File: src/hdl/cst_pkg.sv
// Types and character constants shared by the statement tokenizer.
package cst_pkg;

  typedef enum logic [2:0] {
    K_BYTE = 3'd0,
    K_EOW  = 3'd1,
    K_EOS  = 3'd2,
    K_DONE = 3'd3,
    K_ERR  = 3'd4
  } kind_t;

  typedef struct packed {
    logic between_words;
    logic in_comment;
    logic escape_pending;
    logic after_close_quote;
    logic in_double_quote;
    logic in_single_quote;
    logic statement_has_word;
  } tok_state_t;

  typedef struct packed {
    kind_t      kind;
    logic [7:0] data;
    logic       last;
  } res_t;

  localparam tok_state_t ST_RESET = '{between_words: 1'b1, default: 1'b0};

  localparam logic [7:0] CH_SPACE  = 8'h20;
  localparam logic [7:0] CH_TAB    = 8'h09;
  localparam logic [7:0] CH_CR     = 8'h0d;
  localparam logic [7:0] CH_LF     = 8'h0a;
  localparam logic [7:0] CH_SEMI   = 8'h3b;
  localparam logic [7:0] CH_HASH   = 8'h23;
  localparam logic [7:0] CH_DQUOTE = 8'h22;
  localparam logic [7:0] CH_SQUOTE = 8'h27;
  localparam logic [7:0] CH_BSLASH = 8'h5c;
  localparam logic [7:0] CH_LOW_T  = 8'h74;
  localparam logic [7:0] CH_LOW_R  = 8'h72;
  localparam logic [7:0] CH_LOW_N  = 8'h6e;

  function automatic logic is_ws(input logic [7:0] c);
    return (c == CH_SPACE) || (c == CH_TAB) || (c == CH_CR) || (c == CH_LF);
  endfunction

endpackage

File: src/hdl/config_statement_tokenizer.sv
// Statement tokenizer: splits a byte stream into words and statements.
//
// Input channel: in_valid/in_stall carry one word per cycle when not stalled, either a body
// byte (in_mode 0, in_data_byte) or an end-of-body marker (in_mode 1).
// Result channel: out_valid/out_stall carry result words (out_kind, out_byte,
// out_last). An input word yields zero, one or two results; out_last marks
// the final one of each input word.
// Each result is written into the result queue when its input is accepted.
// Throughput: one input per cycle while the receiver keeps up, save for the
// stall below; the only per-cycle loop is the tokenizer flag update. A byte
// that yields two results writes both into the three-entry result queue.
// The input is stalled whenever fewer than two queue entries are free after
// this cycle's pop, so a stalled receiver holds one pending result while the
// next input is still taken, then back-pressures.
// Reset (rst_n low, synchronous) empties the queue and returns the tokenizer
// to its start state: between words, no statement open.
module config_statement_tokenizer
  import cst_pkg::*;
(
  input  logic       clk,
  input  logic       rst_n,
  input  logic       in_valid,
  output logic       in_stall,
  input  logic       in_mode,
  input  logic [7:0] in_data_byte,
  output logic       out_valid,
  input  logic       out_stall,
  output logic [2:0] out_kind,
  output logic [7:0] out_byte,
  output logic       out_last
);

  tok_state_t state_r, state_nxt;
  res_t       queue_r [3];
  logic [1:0] rd_ptr_r, rd_ptr_nxt;
  logic [1:0] wr_ptr_r, wr_ptr_nxt;
  logic [1:0] count_r, count_nxt;
  logic [1:0] count_left;
  logic [1:0] res_n;
  kind_t      kind0, kind1;
  logic [7:0] data0, data1;
  logic       pop, acc;

  function automatic logic [1:0] ptr_inc(input logic [1:0] p);
    return (p == 2'd2) ? 2'd0 : p + 2'd1;
  endfunction

  always_comb begin
    state_nxt = state_r;
    res_n     = 2'd0;
    kind0     = K_BYTE;
    kind1     = K_BYTE;
    data0     = 8'h00;
    data1     = 8'h00;
    if (in_mode) begin
      res_n     = 2'd1;
      kind0     = (state_r.statement_has_word || !state_r.between_words) ? K_ERR : K_DONE;
      state_nxt = ST_RESET;
    end else if (state_r.in_comment) begin
      if (in_data_byte == CH_LF) state_nxt.in_comment = 1'b0;
    end else if (state_r.escape_pending) begin
      state_nxt.escape_pending = 1'b0;
      res_n = 2'd1;
      case (in_data_byte)
        CH_DQUOTE, CH_SQUOTE, CH_BSLASH: data0 = in_data_byte;
        CH_LOW_T: data0 = CH_TAB;
        CH_LOW_R: data0 = CH_CR;
        CH_LOW_N: data0 = CH_LF;
        default: begin
          res_n = 2'd2;
          data0 = CH_BSLASH;
          data1 = in_data_byte;
        end
      endcase
    end else if (state_r.after_close_quote) begin
      if (is_ws(in_data_byte)) begin
        state_nxt.after_close_quote = 1'b0;
        state_nxt.between_words     = 1'b1;
      end else begin
        res_n     = 2'd1;
        kind0     = (in_data_byte == CH_SEMI) ? K_EOS : K_ERR;
        state_nxt = ST_RESET;
      end
    end else if (state_r.between_words) begin
      if (!is_ws(in_data_byte)) begin
        case (in_data_byte)
          CH_SEMI: begin
            res_n     = 2'd1;
            kind0     = state_r.statement_has_word ? K_EOS : K_ERR;
            state_nxt = ST_RESET;
          end
          CH_HASH: state_nxt.in_comment = 1'b1;
          CH_BSLASH: begin
            state_nxt.escape_pending = 1'b1;
            state_nxt.between_words  = 1'b0;
          end
          CH_DQUOTE: begin
            state_nxt.in_double_quote = 1'b1;
            state_nxt.between_words   = 1'b0;
          end
          CH_SQUOTE: begin
            state_nxt.in_single_quote = 1'b1;
            state_nxt.between_words   = 1'b0;
          end
          default: begin
            state_nxt.between_words = 1'b0;
            res_n = 2'd1;
            data0 = in_data_byte;
          end
        endcase
      end
    end else if (in_data_byte == CH_BSLASH) begin
      state_nxt.escape_pending = 1'b1;
    end else if (state_r.in_double_quote || state_r.in_single_quote) begin
      res_n = 2'd1;
      if (in_data_byte == (state_r.in_double_quote ? CH_DQUOTE : CH_SQUOTE)) begin
        state_nxt.in_double_quote    = 1'b0;
        state_nxt.in_single_quote    = 1'b0;
        state_nxt.after_close_quote  = 1'b1;
        state_nxt.statement_has_word = 1'b1;
        kind0 = K_EOW;
      end else begin
        data0 = in_data_byte;
      end
    end else if (is_ws(in_data_byte)) begin
      state_nxt.between_words      = 1'b1;
      state_nxt.statement_has_word = 1'b1;
      res_n = 2'd1;
      kind0 = K_EOW;
    end else if (in_data_byte == CH_SEMI) begin
      res_n     = 2'd2;
      kind0     = K_EOW;
      kind1     = K_EOS;
      state_nxt = ST_RESET;
    end else begin
      res_n = 2'd1;
      data0 = in_data_byte;
    end
  end

  assign out_valid  = (count_r != 2'd0);
  assign pop        = out_valid && !out_stall;
  assign count_left = count_r - {1'b0, pop};
  assign in_stall   = (count_left > 2'd1);
  assign acc        = in_valid && !in_stall;

  assign out_kind = queue_r[rd_ptr_r].kind;
  assign out_byte = queue_r[rd_ptr_r].data;
  assign out_last = queue_r[rd_ptr_r].last;

  always_comb begin
    rd_ptr_nxt = pop ? ptr_inc(rd_ptr_r) : rd_ptr_r;
    wr_ptr_nxt = wr_ptr_r;
    count_nxt  = count_left;
    if (acc) begin
      count_nxt = count_left + res_n;
      case (res_n)
        2'd1:    wr_ptr_nxt = ptr_inc(wr_ptr_r);
        2'd2:    wr_ptr_nxt = ptr_inc(ptr_inc(wr_ptr_r));
        default: wr_ptr_nxt = wr_ptr_r;
      endcase
    end
  end

  always_ff @(posedge clk) begin
    if (!rst_n) begin
      state_r  <= ST_RESET;
      rd_ptr_r <= 2'd0;
      wr_ptr_r <= 2'd0;
      count_r  <= 2'd0;
    end else begin
      if (acc) state_r <= state_nxt;
      rd_ptr_r <= rd_ptr_nxt;
      wr_ptr_r <= wr_ptr_nxt;
      count_r  <= count_nxt;
    end
  end

  always_ff @(posedge clk) begin
    if (acc && (res_n != 2'd0)) begin
      queue_r[wr_ptr_r] <= '{kind: kind0, data: data0, last: (res_n == 2'd1)};
      if (res_n == 2'd2) begin
        queue_r[ptr_inc(wr_ptr_r)] <= '{kind: kind1, data: data1, last: 1'b1};
      end
    end
  end

  a_marker_one_result: assert property (@(posedge clk) disable iff (!rst_n)
    acc && in_mode |-> res_n == 2'd1)
    else $error("end-of-body marker must yield exactly one result");

  a_partner_queued: assert property (@(posedge clk) disable iff (!rst_n)
    out_valid && !out_last |-> count_r >= 2'd2)
    else $error("non-final result without its partner in the queue");

  a_restart_after_mark: assert property (@(posedge clk) disable iff (!rst_n)
    acc && (res_n != 2'd0) &&
    ((kind0 == K_ERR) || (kind0 == K_DONE) || (kind0 == K_EOS) || (kind1 == K_EOS))
    |=> state_r == ST_RESET)
    else $error("tokenizer did not restart after statement end, done or error");

  a_flags_exclusive: assert property (@(posedge clk) disable iff (!rst_n)
    !(state_r.in_comment && (state_r.escape_pending || state_r.in_double_quote ||
      state_r.in_single_quote || state_r.after_close_quote)))
    else $error("comment flag set together with a word flag");

endmodule

File: config.mk
export PLATFORM = sky130hd
export DESIGN_NAME = config_statement_tokenizer
export DESIGN_NICKNAME = d
export VERILOG_FILES = /design/src/hdl/cst_pkg.sv /design/src/hdl/config_statement_tokenizer.sv
export SDC_FILE = /design/constraint.sdc
export NUM_CORES = 1
export LEC_CHECK = 0
export BUFFER_PORTS_ARGS = -buffer_cell sky130_fd_sc_hd__buf_4
export CAP_MARGIN = 20
export CORE_UTILIZATION = 40
export DETAILED_ROUTE_END_ITERATION = 8
export GPL_TIMING_DRIVEN = 0
export PLACE_DENSITY_LB_ADDON = 0.3
export RECOVER_POWER = 50
export SLEW_MARGIN = 20
export SYNTH_ARGS = -nofsm -noshare
export SYNTH_HDL_FRONTEND = slang
export SYNTH_SLANG_ARGS = --single-unit
File: constraint.sdc
create_clock -name clk -period 4.2 [get_ports clk]
set_input_delay 0.42 -clock clk [delete_from_list [all_inputs] [get_ports clk]]
set_output_delay 0.42 -clock clk [all_outputs]
set_load 0.02 [all_outputs]
==> results.toml <==
[routing]
vias = 3045
drtPass1Iterations = 5
drtIter0Drc = 162
drc = 0
wl_per_cell_um = 15.9
via_per_inst = 5.83
ant_nets = 0
routed_wl_mm = 8.30

[timing]
slew_viol_final = 0
min_period_over_period = 0.904
rsz0062_at_grt = "false"
fin_tns_setup_ps = 0
relSlewSlack = 0.521
finClkSkew_ps = 8.02
finalWorstPathRequiredPeriod_ps = 3800
setup_viol = 0
tightest_slew_ps = 719
hold_viol = 0
fmax_mhz = 263

[global_routing]
grt_use_total = 0.197
grt_max_degree = 18
grt-busiest-layer = "met2"
antenna_found_initial = 0
use_met2 = 0.343
grt_first_pass_wirelength_mm = 13.6
gr-total-overflow = 0
grt_pass1_vias = 2820
use_met3 = 0.0244
use_met1 = 0.261

[setup_path]
path_max_fanout = 10
crit_type = "in2reg"
crit_buf_inv = 3
crit_slowest_cell = "nor4b_2"
critPathTopFamily = "simple AND/OR/NAND/NOR gates"
startpoint_type = "input port"
endpoint_kind = "flop"
arrival_ps = 3770
cp.required_ps = 4170
cp_cell_sequence = "buf_4 > buf_4 > or2_2 > clkbuf_1 > a211oi_2 > nor2_2 > nand2_2 > nor2_1 > a221o_1 > a221oi_1 > ha_1 > nor4b_2 > nand2_1 > nand2_1"
slowest_delay_ps = 640

[power]
p_leak_nw = 1.30
total_power_mw = 1.73
power_density_nw_per_um2 = 466
vdd_ir_drop_max_uv = 155

[yosys]
yosysTopAreaCell = "edfxtp_1"
synth_edf_count = 27
syn_nets = 406
synth_cell_types = 69
ys.warnings.count = 0
synth-seq-cells = 51
synthCells = 388
yosysSeqAreaShare = 0.387
synth_area_sq_um = 3340
ys.flop_type = "edfxtp_1"
yosys-top-cells-area = "edfxtp_1, dfxtp_1, nand2_1"
avgSynthCellArea_sq_um = 8.60
synth_top_area_share = 0.243
async_reset_ff_frac = 0

[run_status]
status = "completed"

[cts]
post_cts_buffers = 0
ctsResizeCount = 0
clkLatencyLatePin_ps = 310
cts_buffer_depth = 2
numCtsBuffers = 5
htreeDepth = 2
cts_sinks = 51
cts_tree = "built"
cts_root_buffer = "clkbuf_8"
holdBufCountCts = 0
clk_pin_slew_ps = 100

[final_layout]
drive_gt1_frac = 0.112
fill_cells = 781
final_cell_mix = "nand2_1, o21ai_0, nor2_1, edfxtp_1, clkbuf_1"
antenna_cells = 0
final_util = 0.470
layout.cells.most_common = "nand2_1"
area_growth_syn_to_layout_pct = 11.1
nets = 437

[place]
dpl.hpwl_mm = 6.42
place.gp.congestion = 0.909
port_buffers = 24

[job]
drv_cap = 0

[die]
die_x_um = 93.4
fp.dieArea_sq_um = 8720
fp.coreArea_sq_um = 7890
start_util = 0.423
rows = 32
die_y_um = 93.4
ios = 27

[hold_path]
worstHoldPathType = "in2reg"
==> sequential cells by signal, summed over array words and instances, names as in the netlist, named ones only <==
register	cells
rd_ptr_r	2
state_r	7
queue_r	36
wr_ptr_r	2
count_r	2
==> worst paths after layout <==
check | startpoint | endpoint | slack [ps] | depth (start not counted)
worst min-delay path | rst_n | state_r[0] | 390 | 2
worst min register to register | queue_r[1][9] | queue_r[1][9] | 480 | 2
worst max-delay path | in_data_byte[2] | queue_r[2][3] | 400 | 14
worst max register to register | state_r[5] | queue_r[2][3] | 730 | 8
==> report_power, final <==
group / internal, mW / switching (mW)
clock: 0.156 / 0.177
combinational: 0.239 / 0.460
sequential: 0.644 / 0.0525
==> layout make-up <==
cell class,count,area [sq um],area share
Sequential cell,51,1290,0.348
Clock inverter,2,16.3,0.00439
Timing Repair Buffer,24,131,0.0354
Multi-Input combinational cell,307,1900,0.512
Inverter,9,33.8,0.00911
Buffer,21,114,0.0307
Clock buffer,6,93.8,0.0253
Tap cell,102,128,0.0344
==> per-layer routing <==
metal / up-vias / share of wire
li1: 1508 / -
met1: 1427 / 0.48
met2: 97 / 0.46
met3: 13 / 0.043
met4: 0 / 0.014
met5: - / 0
==> Yosys cell counts, drive strengths merged (3+ instances only) <==
| library cell | number |
|---|---|
| a21boi | 9 |
| a21oi | 9 |
| a22o | 3 |
| and2 | 3 |
| and3 | 6 |
| buf | 10 |
| clkbuf | 11 |
| dfxtp | 24 |
| edfxtp | 27 |
| ha | 5 |
| inv | 9 |
| mux2i | 13 |
| nand2 | 54 |
| nand3 | 21 |
| nand3b | 7 |
| nand4 | 7 |
| nor2 | 31 |
| nor2b | 5 |
| nor3 | 12 |
| nor3b | 3 |
| nor4 | 3 |
| nor4b | 4 |
| o21ai | 44 |
| o21bai | 3 |
| o221ai | 3 |
| o22ai | 6 |
| o2bb2ai | 8 |
| or2 | 7 |
| xnor2 | 5 |
==> logic make-up after synthesis <==
kind of cell / count (synthesis) / share of synthesized area
compound gates: 108 / 0.217
fa+ha+maj: 5 / 0.0187
xor+xnor: 5 / 0.0131
simple gates: 175 / 0.278
flops: 51 / 0.387
buf+inv: 30 / 0.0442
mux: 14 / 0.0424
==> stage by stage <==
stage | cell area, sq um | cells | hold slack, ps | setup WS (ps)
global route | 3710 | 522 | 409 | 55.2
finish | 3710 | 522 | 389 | 404
CTS | 3760 | 522 | 395 | 439
global placement | 3650 | 514 | 444 | 202
detailed placement | 3650 | 514 | 456 | 120
floorplan | 3340 | 388 | 424 | 824
Power figures use the tool's default switching activity.
